==> src/sv/ebsc_pkg.sv <==
// ----------------------------------------------------------------------------
// ebsc_pkg
// Types and constants shared by the event block structure checker.
// ----------------------------------------------------------------------------
package ebsc_pkg;

   localparam int WORD_W = 16;
   localparam int POS_W  = 22;
   localparam int NHP_W  = 23;
   localparam int OFF_W  = 4;
   localparam int CNT_W  = 2;
   localparam int OUT_ERR_W = 8;

   localparam logic [WORD_W-1:0] ID_UPPER_MASK = 16'hFFC0;
   localparam logic [WORD_W-1:0] ID_EXT_MASK   = 16'h003F;

   localparam logic [3:0] NODE_GENERIC   = 4'h1;
   localparam logic [3:0] NODE_LINK      = 4'h2;
   localparam logic [3:0] NODE_THIRD     = 4'h9;
   localparam logic [3:0] NODE_COUNTER   = 4'hA;
   localparam logic [3:0] NODE_TRACKER   = 4'hB;

   localparam logic [2:0] NUM_LINK       = 3'd1;
   localparam logic [5:0] DATA_COUNTER   = 6'd1;
   localparam logic [5:0] DATA_SLOT_LO   = 6'd2;
   localparam logic [5:0] DATA_SLOT_HI   = 6'd6;
   localparam logic [3:0] TRACKER_SIDE_STRIDE = 4'd6;

   localparam logic [OFF_W-1:0] OFF_ID      = 4'd1;
   localparam logic [OFF_W-1:0] OFF_GEN_LO  = 4'd2;
   localparam logic [OFF_W-1:0] OFF_GEN_HI  = 4'd9;
   localparam logic [OFF_W-1:0] OFF_MAX     = 4'd15;

   localparam logic [NHP_W-1:0] FIRST_HEADER_POS = 23'd2;
   localparam logic [CNT_W-1:0] CNT_SAT = 2'd2;

   // Side lookup per node number: bit 1 marks a valid side, bit 0 is the side.
   localparam logic [1:0] SIDE_OF_NODE [8] = '{2'b00, 2'b00, 2'b10, 2'b00,
                                               2'b00, 2'b11, 2'b00, 2'b00};

   typedef struct packed {
      logic        btype_bad;
      logic        node_bad;
      logic [2:0]  main_hit;
      logic [7:0]  counter_hit;
      logic [11:0] tracker_hit;
   } class_type;

   typedef struct packed {
      logic        header_id_bad;
      logic        structure_bad;
      logic [7:0]  type_error_count;
      logic [7:0]  node_error_count;
      logic [2:0]  main_single_mask;
      logic [7:0]  counter_single_mask;
      logic [11:0] tracker_single_mask;
      logic [31:0] run_id;
      logic [15:0] run_mode;
      logic [15:0] run_tag;
      logic [31:0] evt_serial;
      logic [31:0] evt_seconds;
   } summary_type;

endpackage

==> src/sv/ebsc_req_if.sv <==
// ----------------------------------------------------------------------------
// ebsc_req_if
// Input word channel of the event block structure checker.
// ----------------------------------------------------------------------------
interface ebsc_req_if;
   logic        valid;
   logic        ready;
   logic [15:0] word;

   modport source (output valid, output word, input ready);
   modport sink   (input valid, input word, output ready);
endinterface

==> src/sv/ebsc_rsp_if.sv <==
// ----------------------------------------------------------------------------
// ebsc_rsp_if
// Event summary channel of the event block structure checker.
// ----------------------------------------------------------------------------
interface ebsc_rsp_if;
   logic        valid;
   logic        ready;
   logic        header_id_bad;
   logic        structure_bad;
   logic [7:0]  type_error_count;
   logic [7:0]  node_error_count;
   logic [2:0]  main_single_mask;
   logic [7:0]  counter_single_mask;
   logic [11:0] tracker_single_mask;
   logic [31:0] run_id;
   logic [15:0] run_mode;
   logic [15:0] run_tag;
   logic [31:0] evt_serial;
   logic [31:0] evt_seconds;

   modport source (output valid, output header_id_bad, output structure_bad,
                   output type_error_count, output node_error_count,
                   output main_single_mask, output counter_single_mask,
                   output tracker_single_mask, output run_id, output run_mode,
                   output run_tag, output evt_serial, output evt_seconds,
                   input ready);
   modport sink   (input valid, input header_id_bad, input structure_bad,
                   input type_error_count, input node_error_count,
                   input main_single_mask, input counter_single_mask,
                   input tracker_single_mask, input run_id, input run_mode,
                   input run_tag, input evt_serial, input evt_seconds,
                   output ready);
endinterface

==> src/sv/ebsc_classify.sv <==
// ----------------------------------------------------------------------------
// ebsc_classify
// Splits a sub-block ID into its fields and checks them against the node rules.
// ----------------------------------------------------------------------------
module ebsc_classify
   import ebsc_pkg::*;
(
   input  logic [WORD_W-1:0] id,
   output class_type         cls
);

   logic [2:0] btype;
   logic [3:0] ntype;
   logic [2:0] nnum;
   logic [5:0] dtype;
   logic [1:0] side;
   logic       slot_ok;
   logic [3:0] slot;
   logic [3:0] trk_idx;

   assign btype = id[15:13];
   assign ntype = id[12:9];
   assign nnum  = id[8:6];
   assign dtype = id[5:0];
   assign side  = SIDE_OF_NODE[nnum];

   always_comb begin
      slot_ok = 1'b1;
      slot    = '0;
      if (dtype == '0) begin
         slot = '0;
      end else if (dtype >= DATA_SLOT_LO && dtype <= DATA_SLOT_HI) begin
         slot = 4'(dtype - 6'd1);
      end else begin
         slot_ok = 1'b0;
      end
      trk_idx = slot + (side[0] ? TRACKER_SIDE_STRIDE : 4'd0);
   end

   always_comb begin
      cls = '0;
      cls.btype_bad = (btype != '0);
      unique case (ntype)
         NODE_GENERIC: begin
            if (nnum == '0 && dtype == '0) cls.main_hit[0] = 1'b1;
            else cls.node_bad = 1'b1;
         end
         NODE_LINK: begin
            if (nnum == NUM_LINK && dtype == '0) cls.main_hit[1] = 1'b1;
            else cls.node_bad = 1'b1;
         end
         NODE_THIRD: begin
            if (nnum == '0 && dtype == '0) cls.main_hit[2] = 1'b1;
            else cls.node_bad = 1'b1;
         end
         NODE_COUNTER: begin
            if (dtype == DATA_COUNTER) cls.counter_hit[nnum] = 1'b1;
            else cls.node_bad = 1'b1;
         end
         NODE_TRACKER: begin
            if (slot_ok && side[1]) cls.tracker_hit[trk_idx] = 1'b1;
            else cls.node_bad = 1'b1;
         end
         default: cls.node_bad = 1'b1;
      endcase
   end

endmodule

==> src/sv/ebsc_walk.sv <==
// ----------------------------------------------------------------------------
// ebsc_walk
// Walks the event and its sub-blocks one word per step, keeps the per-event
// tallies and forms the summary on the last word of the event.
// ----------------------------------------------------------------------------
module ebsc_walk
   import ebsc_pkg::*;
#(
   parameter int ERROR_COUNT_MAX = 255
)(
   input  logic              clock,
   input  logic              reset,
   input  logic              step,
   input  logic [WORD_W-1:0] word,
   output logic              finish,
   output summary_type       summary
);

   localparam int ERR_W = $clog2(ERROR_COUNT_MAX + 1);
   localparam logic [ERR_W-1:0] ERR_MAX = ERR_W'(ERROR_COUNT_MAX);

   logic [POS_W-1:0]  pos_ff, pos_in;
   logic [POS_W-1:0]  len_ff, len_in, len_upd;
   logic [NHP_W-1:0]  nhp_ff, nhp_in, nhp_upd;
   logic [OFF_W-1:0]  off_ff, off_in;
   logic              cap_ff, cap_in, cap_upd;
   logic [CNT_W-1:0]  main_ff [3];
   logic [CNT_W-1:0]  main_in [3];
   logic [CNT_W-1:0]  main_upd [3];
   logic [CNT_W-1:0]  ctr_ff [8];
   logic [CNT_W-1:0]  ctr_in [8];
   logic [CNT_W-1:0]  ctr_upd [8];
   logic [CNT_W-1:0]  trk_ff [12];
   logic [CNT_W-1:0]  trk_in [12];
   logic [CNT_W-1:0]  trk_upd [12];
   logic [ERR_W-1:0]  type_err_ff, type_err_in, type_err_upd;
   logic [ERR_W-1:0]  node_err_ff, node_err_in, node_err_upd;
   logic              hdr_bad_ff, hdr_bad_in, hdr_bad_upd;
   logic              sbad_ff, sbad_in, sbad_upd;
   logic [WORD_W-1:0] gen_ff [8];
   logic [WORD_W-1:0] gen_in [8];
   logic [WORD_W-1:0] gen_upd [8];

   class_type         cls;
   logic              do_class;
   logic [2:0]        gen_idx;
   logic              single;
   logic [ERR_W+7:0]  type_err_ext;
   logic [ERR_W+7:0]  node_err_ext;

   ebsc_classify u_classify (
      .id  (word),
      .cls (cls)
   );

   assign gen_idx = 3'(off_ff - OFF_GEN_LO);

   always_comb begin
      pos_in       = pos_ff;
      off_in       = off_ff;
      len_upd      = len_ff;
      nhp_upd      = nhp_ff;
      cap_upd      = cap_ff;
      type_err_upd = type_err_ff;
      node_err_upd = node_err_ff;
      hdr_bad_upd  = hdr_bad_ff;
      sbad_upd     = sbad_ff;
      main_upd     = main_ff;
      ctr_upd      = ctr_ff;
      trk_upd      = trk_ff;
      gen_upd      = gen_ff;
      finish       = 1'b0;
      do_class     = 1'b0;

      priority if (pos_ff == '0) begin
         len_upd = POS_W'(word);
         off_in  = '0;
         pos_in  = POS_W'(1);
      end else if (pos_ff == POS_W'(1)) begin
         if ((word & ID_UPPER_MASK) == '0) begin
            len_upd = len_ff | {word[5:0] & ID_EXT_MASK[5:0], 16'h0000};
         end else begin
            hdr_bad_upd = 1'b1;
         end
         if (len_upd <= POS_W'(1)) finish = 1'b1;
         else pos_in = POS_W'(2);
      end else begin
         do_class = (off_ff == OFF_ID);
         if (do_class) begin
            if (cls.btype_bad && type_err_ff < ERR_MAX) type_err_upd = type_err_ff + 1'b1;
            if (cls.node_bad && node_err_ff < ERR_MAX) node_err_upd = node_err_ff + 1'b1;
            for (int i = 0; i < 3; i++)
               if (cls.main_hit[i] && main_ff[i] != CNT_SAT) main_upd[i] = main_ff[i] + 1'b1;
            for (int i = 0; i < 8; i++)
               if (cls.counter_hit[i] && ctr_ff[i] != CNT_SAT) ctr_upd[i] = ctr_ff[i] + 1'b1;
            for (int i = 0; i < 12; i++)
               if (cls.tracker_hit[i] && trk_ff[i] != CNT_SAT) trk_upd[i] = trk_ff[i] + 1'b1;
            if (cls.main_hit[0] && main_ff[0] == '0) cap_upd = 1'b1;
         end else if (cap_ff && off_ff >= OFF_GEN_LO && off_ff <= OFF_GEN_HI) begin
            gen_upd[gen_idx] = word;
         end

         if (NHP_W'(pos_ff) == nhp_ff) begin
            if (word == '0) sbad_upd = 1'b1;
            if (pos_ff == len_ff) sbad_upd = 1'b1;
            nhp_upd = nhp_ff + NHP_W'(word) + NHP_W'(1);
            off_in  = OFF_ID;
            cap_upd = 1'b0;
         end else begin
            off_in = (off_ff < OFF_MAX) ? off_ff + 1'b1 : OFF_MAX;
         end

         if (pos_ff >= len_ff) finish = 1'b1;
         else pos_in = pos_ff + 1'b1;
      end
   end

   always_comb begin
      single       = (main_upd[0] == CNT_SAT - 1'b1);
      type_err_ext = {8'h00, type_err_upd};
      node_err_ext = {8'h00, node_err_upd};
      summary = '0;
      summary.header_id_bad    = hdr_bad_upd;
      summary.structure_bad    = sbad_upd || (nhp_upd != NHP_W'(len_upd) + NHP_W'(1));
      summary.type_error_count = type_err_ext[OUT_ERR_W-1:0];
      summary.node_error_count = node_err_ext[OUT_ERR_W-1:0];
      for (int i = 0; i < 3; i++)  summary.main_single_mask[i] = (main_upd[i] == 2'd1);
      for (int i = 0; i < 8; i++)  summary.counter_single_mask[i] = (ctr_upd[i] == 2'd1);
      for (int i = 0; i < 12; i++) summary.tracker_single_mask[i] = (trk_upd[i] == 2'd1);
      if (single) begin
         summary.run_id      = {gen_upd[0], gen_upd[1]};
         summary.run_mode    = gen_upd[2];
         summary.run_tag     = gen_upd[3];
         summary.evt_serial  = {gen_upd[4], gen_upd[5]};
         summary.evt_seconds = {gen_upd[6], gen_upd[7]};
      end
   end

   always_comb begin
      len_in      = len_upd;
      nhp_in      = nhp_upd;
      cap_in      = cap_upd;
      type_err_in = type_err_upd;
      node_err_in = node_err_upd;
      hdr_bad_in  = hdr_bad_upd;
      sbad_in     = sbad_upd;
      main_in     = main_upd;
      ctr_in      = ctr_upd;
      trk_in      = trk_upd;
      gen_in      = gen_upd;
      if (finish) begin
         len_in      = '0;
         nhp_in      = FIRST_HEADER_POS;
         cap_in      = 1'b0;
         type_err_in = '0;
         node_err_in = '0;
         hdr_bad_in  = 1'b0;
         sbad_in     = 1'b0;
         for (int i = 0; i < 3; i++)  main_in[i] = '0;
         for (int i = 0; i < 8; i++)  ctr_in[i] = '0;
         for (int i = 0; i < 12; i++) trk_in[i] = '0;
         for (int i = 0; i < 8; i++)  gen_in[i] = '0;
      end
   end

   always_ff @(posedge clock) begin
      if (reset) begin
         pos_ff      <= '0;
         len_ff      <= '0;
         nhp_ff      <= FIRST_HEADER_POS;
         off_ff      <= '0;
         cap_ff      <= 1'b0;
         type_err_ff <= '0;
         node_err_ff <= '0;
         hdr_bad_ff  <= 1'b0;
         sbad_ff     <= 1'b0;
         for (int i = 0; i < 3; i++)  main_ff[i] <= '0;
         for (int i = 0; i < 8; i++)  ctr_ff[i] <= '0;
         for (int i = 0; i < 12; i++) trk_ff[i] <= '0;
         for (int i = 0; i < 8; i++)  gen_ff[i] <= '0;
      end else if (step) begin
         pos_ff      <= finish ? '0 : pos_in;
         len_ff      <= len_in;
         nhp_ff      <= nhp_in;
         off_ff      <= finish ? '0 : off_in;
         cap_ff      <= cap_in;
         type_err_ff <= type_err_in;
         node_err_ff <= node_err_in;
         hdr_bad_ff  <= hdr_bad_in;
         sbad_ff     <= sbad_in;
         main_ff     <= main_in;
         ctr_ff      <= ctr_in;
         trk_ff      <= trk_in;
         gen_ff      <= gen_in;
      end
   end

endmodule

==> src/sv/event_block_structure_checker_core.sv <==
// ----------------------------------------------------------------------------
// event_block_structure_checker_core
// Checks the structure of a stream of event blocks and reports one summary
// beat per event.
//
//   Channel   Dir   Beat
//   req       in    one 16-bit stream word
//   rsp       out   one event summary, on the event's last word
//
// One word per cycle is taken in steady state. A word is walked in the cycle
// it sits in the input register, and an event's summary is loaded into the
// result register at the end of that cycle, so it is offered from the result
// register once the event's last word has been walked. A stalled summary
// holds the walk, and an empty input register still takes one more word.
// Reset clears all per-event state.
// ----------------------------------------------------------------------------
module event_block_structure_checker_core
   import ebsc_pkg::*;
#(
   parameter int ERROR_COUNT_MAX = 255
)(
   input  logic       clock,
   input  logic       reset,
   ebsc_req_if.sink   req,
   ebsc_rsp_if.source rsp
);

   logic              in_valid_ff, in_valid_in;
   logic [WORD_W-1:0] in_word_ff;
   logic              rsp_valid_ff, rsp_valid_in;
   summary_type       summary_ff;
   summary_type       summary;
   logic              advance;
   logic              finish;
   logic              req_take;

   assign advance     = in_valid_ff && (!rsp_valid_ff || rsp.ready);
   assign req.ready   = !in_valid_ff || advance;
   assign req_take    = req.valid && req.ready;

   ebsc_walk #(
      .ERROR_COUNT_MAX (ERROR_COUNT_MAX)
   ) u_walk (
      .clock   (clock),
      .reset   (reset),
      .step    (advance),
      .word    (in_word_ff),
      .finish  (finish),
      .summary (summary)
   );

   always_comb begin
      in_valid_in = in_valid_ff;
      if (req_take) in_valid_in = 1'b1;
      else if (advance) in_valid_in = 1'b0;
      rsp_valid_in = rsp_valid_ff;
      if (advance && finish) rsp_valid_in = 1'b1;
      else if (rsp.ready) rsp_valid_in = 1'b0;
   end

   always_ff @(posedge clock) begin
      if (reset) begin
         in_valid_ff  <= 1'b0;
         rsp_valid_ff <= 1'b0;
      end else begin
         in_valid_ff  <= in_valid_in;
         rsp_valid_ff <= rsp_valid_in;
      end
   end

   always_ff @(posedge clock) begin
      if (req_take) in_word_ff <= req.word;
      if (advance && finish) summary_ff <= summary;
   end

   assign rsp.valid               = rsp_valid_ff;
   assign rsp.header_id_bad       = summary_ff.header_id_bad;
   assign rsp.structure_bad       = summary_ff.structure_bad;
   assign rsp.type_error_count    = summary_ff.type_error_count;
   assign rsp.node_error_count    = summary_ff.node_error_count;
   assign rsp.main_single_mask    = summary_ff.main_single_mask;
   assign rsp.counter_single_mask = summary_ff.counter_single_mask;
   assign rsp.tracker_single_mask = summary_ff.tracker_single_mask;
   assign rsp.run_id              = summary_ff.run_id;
   assign rsp.run_mode            = summary_ff.run_mode;
   assign rsp.run_tag             = summary_ff.run_tag;
   assign rsp.evt_serial          = summary_ff.evt_serial;
   assign rsp.evt_seconds         = summary_ff.evt_seconds;

   a_generic_zero: assert property (@(posedge clock) disable iff (reset)
      rsp_valid_ff && !summary_ff.main_single_mask[0] |->
         summary_ff.run_id == '0 && summary_ff.run_mode == '0 &&
         summary_ff.run_tag == '0 && summary_ff.evt_serial == '0 &&
         summary_ff.evt_seconds == '0)
      else $error("generic fields set without a single generic block");

   a_rsp_source: assert property (@(posedge clock) disable iff (reset)
      $rose(rsp_valid_ff) |-> $past(advance && finish))
      else $error("summary beat raised without a finished event");

   a_take_frees: assert property (@(posedge clock) disable iff (reset)
      req_take && in_valid_ff |-> advance)
      else $error("word taken while the input register is held");

endmodule
==> src/flat_wrapper.sv <==
// flat-port wrapper written by rule: the top's interface ports become plain ports
module event_block_structure_checker_core_flat import ebsc_pkg::*;
#(
   parameter int ERROR_COUNT_MAX = 255
)
  (clock, reset, req_valid, req_word, req_ready, rsp_valid, rsp_header_id_bad, rsp_structure_bad, rsp_type_error_count, rsp_node_error_count, rsp_main_single_mask, rsp_counter_single_mask, rsp_tracker_single_mask, rsp_run_id, rsp_run_mode, rsp_run_tag, rsp_evt_serial, rsp_evt_seconds, rsp_ready);
  ebsc_req_if req_i ();
  ebsc_rsp_if rsp_i ();
  input  logic clock;
  input  logic reset;
  input wire logic [$bits(req_i.valid)-1:0] req_valid;
  input wire logic [$bits(req_i.word)-1:0] req_word;
  output wire logic [$bits(req_i.ready)-1:0] req_ready;
  output wire logic [$bits(rsp_i.valid)-1:0] rsp_valid;
  output wire logic [$bits(rsp_i.header_id_bad)-1:0] rsp_header_id_bad;
  output wire logic [$bits(rsp_i.structure_bad)-1:0] rsp_structure_bad;
  output wire logic [$bits(rsp_i.type_error_count)-1:0] rsp_type_error_count;
  output wire logic [$bits(rsp_i.node_error_count)-1:0] rsp_node_error_count;
  output wire logic [$bits(rsp_i.main_single_mask)-1:0] rsp_main_single_mask;
  output wire logic [$bits(rsp_i.counter_single_mask)-1:0] rsp_counter_single_mask;
  output wire logic [$bits(rsp_i.tracker_single_mask)-1:0] rsp_tracker_single_mask;
  output wire logic [$bits(rsp_i.run_id)-1:0] rsp_run_id;
  output wire logic [$bits(rsp_i.run_mode)-1:0] rsp_run_mode;
  output wire logic [$bits(rsp_i.run_tag)-1:0] rsp_run_tag;
  output wire logic [$bits(rsp_i.evt_serial)-1:0] rsp_evt_serial;
  output wire logic [$bits(rsp_i.evt_seconds)-1:0] rsp_evt_seconds;
  input wire logic [$bits(rsp_i.ready)-1:0] rsp_ready;
  assign req_i.valid = req_valid;
  assign req_i.word = req_word;
  assign req_ready = req_i.ready;
  assign rsp_valid = rsp_i.valid;
  assign rsp_header_id_bad = rsp_i.header_id_bad;
  assign rsp_structure_bad = rsp_i.structure_bad;
  assign rsp_type_error_count = rsp_i.type_error_count;
  assign rsp_node_error_count = rsp_i.node_error_count;
  assign rsp_main_single_mask = rsp_i.main_single_mask;
  assign rsp_counter_single_mask = rsp_i.counter_single_mask;
  assign rsp_tracker_single_mask = rsp_i.tracker_single_mask;
  assign rsp_run_id = rsp_i.run_id;
  assign rsp_run_mode = rsp_i.run_mode;
  assign rsp_run_tag = rsp_i.run_tag;
  assign rsp_evt_serial = rsp_i.evt_serial;
  assign rsp_evt_seconds = rsp_i.evt_seconds;
  assign rsp_i.ready = rsp_ready;
  event_block_structure_checker_core #(.ERROR_COUNT_MAX(ERROR_COUNT_MAX)) u_core (.clock(clock), .reset(reset), .req(req_i), .rsp(rsp_i));
endmodule
==> config.mk <==
export PLATFORM = sky130hd
export DESIGN_NAME = event_block_structure_checker_core_flat
export DESIGN_NICKNAME = d
export VERILOG_FILES = /design/src/sv/ebsc_pkg.sv /design/src/sv/ebsc_req_if.sv /design/src/sv/ebsc_rsp_if.sv /design/src/sv/ebsc_classify.sv /design/src/sv/ebsc_walk.sv /design/src/sv/event_block_structure_checker_core.sv /design/src/flat_wrapper.sv
export SDC_FILE = /design/constraint.sdc
export NUM_CORES = 1
export LEC_CHECK = 0
export BUFFER_PORTS_ARGS = -buffer_cell sky130_fd_sc_hd__buf_4
export CORE_AREA = 2 2 230 232
export DETAILED_ROUTE_END_ITERATION = 12
export DIE_AREA = 0 0 232 234
export GPL_ROUTABILITY_DRIVEN = 0
export PLACE_DENSITY = 0.67
export SYNTH_ARGS = -nofsm -noshare
export SYNTH_HDL_FRONTEND = slang
export SYNTH_HIERARCHICAL = 1
export SYNTH_SLANG_ARGS = --single-unit
==> constraint.sdc <==
create_clock -name clock -period 23.6 [get_ports clock]
set_input_delay 1.18 -clock clock [delete_from_list [all_inputs] [get_ports clock]]
set_output_delay 1.18 -clock clock [all_outputs]
set_load 0.05 [all_outputs]
==> results of run 1 <==
[flip-flops by register name, summed over array words and instances, names as in the netlist, 22 cells and up]
name / count
u_core/u_walk/trk_ff: 24
u_core/rsp.evt_serial: 32
u_core/u_walk/gen_ff: 128
u_core/u_walk/pos_ff: 22
u_core/rsp.run_id: 32
u_core/u_walk/len_ff: 22
u_core/rsp.evt_seconds: 32
u_core/u_walk/nhp_ff: 23
[where the power goes]
group	switching [mW]	leakage, nW	total, mW	internal [mW]
sequential	0.00705	3.67	0.826	0.819
combinational	0.114	4.60	0.151	0.0369
clock	0.324	0.750	0.751	0.427
total	0.445	9.02	1.73	1.28
[area by class of cell]
cell class / instances / area [um2] / share of cell area
clock buffer: 67 / 1324 / 0.05019
clock inverter: 23 / 220.2 / 0.008348
inverter: 95 / 356.6 / 0.01352
multi-input combinational: 1870 / 11070 / 0.4198
sequential: 451 / 10880 / 0.4125
tap: 688 / 860.8 / 0.03263
timing repair buffer: 221 / 1663 / 0.06304
[per-layer routing]
metal,global-route usage,wire [um],vias to the layer above
li1,-,-,9437
met3,0.04475,7247,200
met5,0,13,-
met2,0.4053,32960,1061
met4,0.1096,2862,2
met1,0.3570,29950,9975
[critical path, stage by stage, from the launching register on]
cell and delay (ps):
dfxtp_1 370, nor4_2 550, nand2_1 350, nor2_4 590
nand2_1 100, o21ai_0 140, ha_1 310, nand2_1 150
o31a_1 300, a211oi_1 370, a211oi_1 100, o31ai_1 320
o221ai_1 200, a211oi_2 220, nand4_1 130, nor4_1 350
nand4_1 120
[how the worst max path moves through the flow]
stage / end / slack (ps) / cells past startpoint / startpoint
after global routing: u_core/rsp.structure_bad$_DFFE_PP_ / 18370 / 16 / u_core/u_walk/pos_ff[18]$_SDFFE_PP0P_
final: u_core/rsp.structure_bad$_DFFE_PP_ / 18640 / 16 / u_core/u_walk/pos_ff[18]$_SDFFE_PP0P_
after CTS: u_core/rsp.structure_bad$_DFFE_PP_ / 18810 / 16 / u_core/u_walk/pos_ff[18]$_SDFFE_PP0P_
after detailed placement: u_core/rsp.structure_bad$_DFFE_PP_ / 18830 / 16 / u_core/u_walk/pos_ff[18]$_SDFFE_PP0P_
after global placement: u_core/rsp.structure_bad$_DFFE_PP_ / 18940 / 16 / u_core/u_walk/pos_ff[18]$_SDFFE_PP0P_
after floorplan: u_core/rsp.counter_single_mask[0]$_DFFE_PP_ / 13120 / 12 / u_core/u_walk/len_ff[12]$_SDFFE_PP0P_
[synth_stat cells, types with 36 or more instances]
cell type and count:
nor3_1 45, a21oi_1 212, nor2_1 320, nand2_1 379
edfxtp_1 185, and3_1 36, dfxtp_1 266, o21ai_0 86
xnor2_1 58, clkbuf_1 127, inv_1 94, nand3_1 42
ha_1 76, nand3b_1 48, a22oi_1 198
[logic make-up (layout without fill, tap and decap cells)]
group / after synthesis / in the layout / share of synthesized area
AO/OA/AOI/OAI: 654 / 654 / 0.1857
multiplexers: 13 / 13 / 0.005815
XOR/XNOR: 84 / 84 / 0.03228
adder cells (fa/ha/maj): 78 / 78 / 0.04304
flip-flops: 451 / 451 / 0.4726
buffers and inverters: 272 / 406 / 0.04788
AND/OR/NAND/NOR: 1041 / 1041 / 0.2127
[through the flow]
stage          instances  utilization  hold WS [ps]  setup slack, ps
6_report            3415       0.5070         477.0            18640
5_1_grt             3415       0.5070         513.6            18370
4_1_cts             3415       0.5070         476.6            18810
3_5_place_dp        3325       0.4773         463.8            18830
3_3_place_gp        3325       0.4773         455.6            18940
2_1_floorplan       2593            -         441.8            13120
==> run_results.csv, run 1 <==
group,metric,value,unit
worst_setup_path,required,23930,ps
floorplan,fp.dieH,234,um
global_route,grt_pass1_wl,110300,um
power_and_ir_drop,finalPower,1.728,mW
finish,area_growth_syn_to_layout,14.57,%
timing,hold_viol,0,
cts,cts_setup_buffers,0,
synthesis,avgSynthCellArea,8.879,um2
place,port_buffers,190,
worst_setup_path,r2r-end,"u_core/rsp.structure_bad$_DFFE_PP_",
finish,diodes,0,
place,dp_hpwl,47340,um
finish,drive_gt1_frac,0.1250,
hold_path,hold_class,"reg2reg",
synthesis,ys_ff_latch,451,
global_route,antenna_found_initial,2,
floorplan,rows,84,
synthesis,ys.flop_type,"dfxtp_1",
floorplan,core,0.05202,mm2
cts,cts.clk_slew.worst_paths,60,ps
worst_setup_path,ff2ff_setup_slack,18640,ps
synthesis,yosysWarnings,6,
cts,cts-hold-fix-buffers,0,
cts,cts_sinks,451,
detailed_routing,drt_wl_total,73030,um
detailed_routing,drt_first_pass_iters,6,
synthesis,synth_area,0.02302,mm2
timing,final.setup.tns,0,ps
power_and_ir_drop,p_per_area,65.50,mW/mm2
finish,mostFrequentLayoutCells,"nand2_1 (379), nor2_1 (319), dfxtp_1 (266)",
floorplan,die-area,0.05429,mm2
cts,htreeDepth,2,
worst_setup_path,cp.arrival,5290,ps
detailed_routing,drc,0,
finish,finalNetCount,2785,
timing,fin_skew,27.16,ps
detailed_routing,vias,20680,
synthesis,synth_seq_area_share,0.4726,
hold_path,hold_end,"u_core/u_walk/cap_ff$_SDFFE_PP0P_",
cts,cts_tree,"built",
finish,final_common_cell,"nand2_1",
hold_path,min_from,"u_core/u_walk/cap_ff$_SDFFE_PP0P_",
synthesis,synthTopCellsByArea,"edfxtp_1 (24%), dfxtp_1 (23%), a22oi_1 (6.5%), nand2_1 (6.2%), nor2_1 (5.2%)",
cts,cts-root-buf,"clkbuf_16",
synthesis,yosys.area.top_type,"edfxtp_1",
detailed_routing,first_iter_violations,2680,
power_and_ir_drop,ir_drop,0.05549,mV
global_route,grtUsageTotal,0.2599,
timing,max_slew_margin,0.1176,
worst_setup_path,critPathKind,"reg2reg",
job,maxCapViolCount,0,
floorplan,io_pins,191,
global_route,globalRouteOverflowTotal,0,
detailed_routing,routedWlPerCell,21.38,um
worst_setup_path,timing.rr.start,"u_core/u_walk/pos_ff[18]$_SDFFE_PP0P_",
timing,rsz0062_at_grt,"no",
synthesis,synth-async-reset-ratio,0,
worst_setup_path,startpoint_type,"register",
synthesis,synth_cells,2593,
power_and_ir_drop,p_leak,9.019,nW
hold_path,hold_path_depth,1,
synthesis,synth_top_area_frac,0.2413,
timing,slew_violations,0,
worst_setup_path,worstRegToRegCells,16,
cts,postCtsResizedCells,0,
timing,max_freq,0.2017,GHz
synthesis,synthDistinctLibCells,94,
worst_setup_path,crit_path_max_fanout,26,
global_route,grt_max_degree,112,
timing,finalCritPeriodShare,0.2101,
worst_setup_path,crit_path_end_kind,"register",
cts,cts_buffer_depth,3,
floorplan,initial_core_util,0.4425,
global_route,grt_pass1_vias,19320,
timing,post-route-min-period,4958,ps
synthesis,syn_nets,2691,
detailed_routing,final_antenna_net_count,0,
floorplan,die_x,232,um
synthesis,synth_edf_count,185,
finish,fill_cells,4709,
status,status,"complete, no violations",
finish,fin_area,0.02638,mm2
cts,cts_buffers,48,
place,place_area,0.02483,mm2
timing,worst_slew_pin_slew,1319,ps
timing,setup_viol,0,
detailed_routing,viasPerCell,6.054,
cts,insertion_delay,610,ps
Note: power is estimated with default switching activity, not from simulation.
==> inputs of run 2 (changes only) <==
- ABC_AREA: not set -> 1
- CORE_AREA: 2 2 230 232 -> 2 2 236 238
- DIE_AREA: 0 0 232 234 -> 0 0 238 240
- clock period: 23.6 -> 5.2 ns (I/O delays scaled with it)
==> run 2 against run 1 <==
Clock skew is 13 ps lower. Sequential share of layout area shrank 2.7 points. Via count rose by 7.7%. Synthesized area increased by 6.1%. Hold slack worse by 410 ps. Largest cell class unchanged. Synthesized cell count grew 27%. Power grew to 4.6 times the previous value. Worst setup slack worse by 17000 ps. Final area rose by 7.0%. Utilization up 0.92 points. Sequential power rose to 4.5 times the previous value. Critical path type unchanged.
==> run_results.csv, run 2 <==
group,metric,value,unit
status,status,"complete, no violations",
worst_setup_path,startpoint_type,"register",
synthesis,synth_compound_area_frac,0.1133,
worst_setup_path,slowest_delay,640,ps
worst_setup_path,path_cells,"nor2_1 -> nand2_1 -> nor2_2 -> buf_4 -> and2_1 -> o21ai_2 -> buf_4 -> nand4_1 -> o21ai_0 -> nor2_1 -> nor2_1 -> nand2_1 -> nor2_1 -> nand3_1 -> nor2_1 -> nand3_1",
timing,fin_skew,14.47,ps
cts,cts.clk_slew.worst_paths,60,ps
timing,setup_viol,0,
worst_setup_path,critPathKind,"reg2reg",
floorplan,die-area,0.05712,mm2
worst_setup_path,worst-path-buf-inv,2,
synthesis,yosysWarnings,6,
finish,area_growth_syn_to_layout,15.51,%
finish,largest_register,"u_core/u_walk/gen_ff",
finish,fin_area,0.02822,mm2
global_route,grt_pass1_wl,113700,um
detailed_routing,drt_first_pass_iters,6,
place,port_buffers,190,
place,post-place-ws,1446,ps
synthesis,synthTopCellsByArea,"edfxtp_1 (23%), dfxtp_1 (22%), nand2_1 (11%), inv_1 (7.2%), nor2_1 (7.2%)",
synthesis,synth_adder_area_share,0.04057,
synthesis,synth_cells,3286,
timing,finalCritPeriodShare,0.7361,
place,place_area,0.02642,mm2
job,maxCapViolCount,0,
global_route,gr-max-usage-layer,"met2",
power_and_ir_drop,p_per_area,284.0,mW/mm2
timing,rsz0062_at_grt,"no",
floorplan,die_x,238,um
timing,final.setup.tns,0,ps
synthesis,synth.most_common_cell,"nand2_1",
finish,utilization,0.5162,
synthesis,synth_edf_count,185,
finish,drive_gt1_frac,0.1150,
detailed_routing,first_iter_violations,2508,
worst_setup_path,crit_path_end_kind,"register",
hold_path,hold_class,"in2reg",
cts,cts_buffer_depth,3,
detailed_routing,vias,22280,
global_route,antenna_found_initial,2,
synthesis,yosys.area.top_type,"edfxtp_1",
cts,cts-hold-fix-buffers,18,
synthesis,synth-async-reset-ratio,0,
floorplan,initial_core_util,0.4469,
timing,worst_slew_pin_slew,1193,ps
power_and_ir_drop,finalPower,8.015,mW
synthesis,synth.top_cells.by_count,"nand2_1 (723), inv_1 (469), nor2_1 (467)",
detailed_routing,viasPerCell,5.350,
floorplan,io_pins,191,
worst_setup_path,cp.arrival,4160,ps
floorplan,core,0.05466,mm2
global_route,globalRouteOverflowTotal,0,
worst_setup_path,slowest_stage,"o21ai_0",
timing,whs,66.21,ps
finish,finalNetCount,3518,
detailed_routing,final_antenna_net_count,0,
floorplan,fp.dieH,240,um
worst_setup_path,required,5530,ps
timing,hold_viol,0,
cts,postCtsResizedCells,0,
floorplan,rows,86,
finish,mostFrequentLayoutCells,"nand2_1 (722), inv_1 (467), nor2_1 (465)",
cts,cts_setup_buffers,0,
cts,cts_buffers,49,
global_route,grt_pass1_vias,19970,
detailed_routing,drc,0,
global_route,grtUsageTotal,0.2527,
finish,largest_register_ffs,128,
place,dp_hpwl,49730,um
global_route,met2_usage,0.3900,
timing,post-route-min-period,3828,ps
synthesis,muxShareOfSynthArea,0.001690,
timing,slew_violations,0,
synthesis,synthDistinctLibCells,53,
power_and_ir_drop,p_leak,11.48,nW
power_and_ir_drop,ir_drop,0.1870,mV
global_route,met1_usage,0.3479,
timing,setup_ws,1372,ps
place,placed_cells,4055,
cts,cts_sinks,451,
finish,diodes,0,
worst_setup_path,crit_family,"simple AND/OR/NAND/NOR gates",
synthesis,syn_nets,3384,
synthesis,synth_top_family_by_area,"simple AND/OR/NAND/NOR gates",
worst_setup_path,crit_path_max_fanout,31,
detailed_routing,drt_wl_total,73660,um
worst_setup_path,cpMostUsedCell,"nor2_1",
finish,final_common_cell,"nand2_1",
cts,htreeDepth,2,
finish,stdcell_count,4164,
timing,max_freq,0.2612,GHz
detailed_routing,routedWlPerCell,17.69,um
cts,insertion_delay,590,ps
synthesis,synth_xor_area_frac,0.02474,
synthesis,ys_ff_latch,451,
synthesis,synth_area,0.02443,mm2
cts,cts-root-buf,"clkbuf_16",
synthesis,ys.flop_type,"dfxtp_1",
cts,cts_tree,"built",
global_route,gr-usage-met3,0.05144,
synthesis,synth_seq_area_share,0.4454,
global_route,grt_max_degree,114,
synthesis,synth_top_area_frac,0.2274,
synthesis,avgSynthCellArea,7.434,um2
timing,max_slew_margin,0.2050,
synthesis,synth_simple_gate_area_frac,0.2708,
-- run 2: power breakdown --
group          leakage (nW)  internal (mW)  switching [mW]  total, mW
Sequential             3.90           3.70          0.0373       3.74
Combinational          6.78          0.188           0.572      0.759
Clock                 0.803           2.05            1.46       3.51
-- run 2: final timing paths --
check | from | to | slack, ps | depth (start not counted)
max reg2reg | u_core/u_walk/pos_ff[17]$_SDFFE_PP0P_ | u_core/rsp.structure_bad$_DFFE_PP_ | 1370 | 16
min | rsp_ready | u_core/rsp.valid$_SDFFE_PP0P_ | 70 | 6
max | u_core/u_walk/pos_ff[17]$_SDFFE_PP0P_ | u_core/rsp.structure_bad$_DFFE_PP_ | 1370 | 16
min reg2reg | u_core/u_walk/gen_ff[123]$_SDFFE_PP0P_ | u_core/u_walk/gen_ff[123]$_SDFFE_PP0P_ | 460 | 2
-- run 2: layout make-up --
type                    count  area (um2)
multi-input cells        2195       11050
inverters                 474        1788
fillers                  5274       26450
clock buffers              68        1415
flip-flops and latches    451       10880
clock inverters            23       203.9
well taps                 704       880.8
repair buffers            249        1996
-- run 2: worst reg2reg max path, stage by stage (launching register included) --
cell and delay [ps]:
dfxtp_1 510, nor2_1 90, nand2_1 90, nor2_2 40, buf_4 230, and2_1 230
o21ai_2 60, buf_4 390, nand4_1 570, o21ai_0 650, nor2_1 100, nor2_1 120
nand2_1 60, nor2_1 150, nand3_1 100, nor2_1 110, nand3_1 80
-- run 2: per-layer routing --
metal / part of all wire / vias to the layer above
met1: 0.43 / 10190
met2: 0.44 / 988
met3: 0.096 / 175
met5: 0.00018 / -
li1: - / 10920
met4: 0.039 / 2
-- run 2: logic make-up (layout without fill, tap and decap cells) --
logic type,after synthesis,count (layout)
mux,4,4
xor+xnor,69,69
flops,451,451
buf+inv,640,814
simple gates,1543,1543
fa+ha+maj,78,78
compound gates,501,501
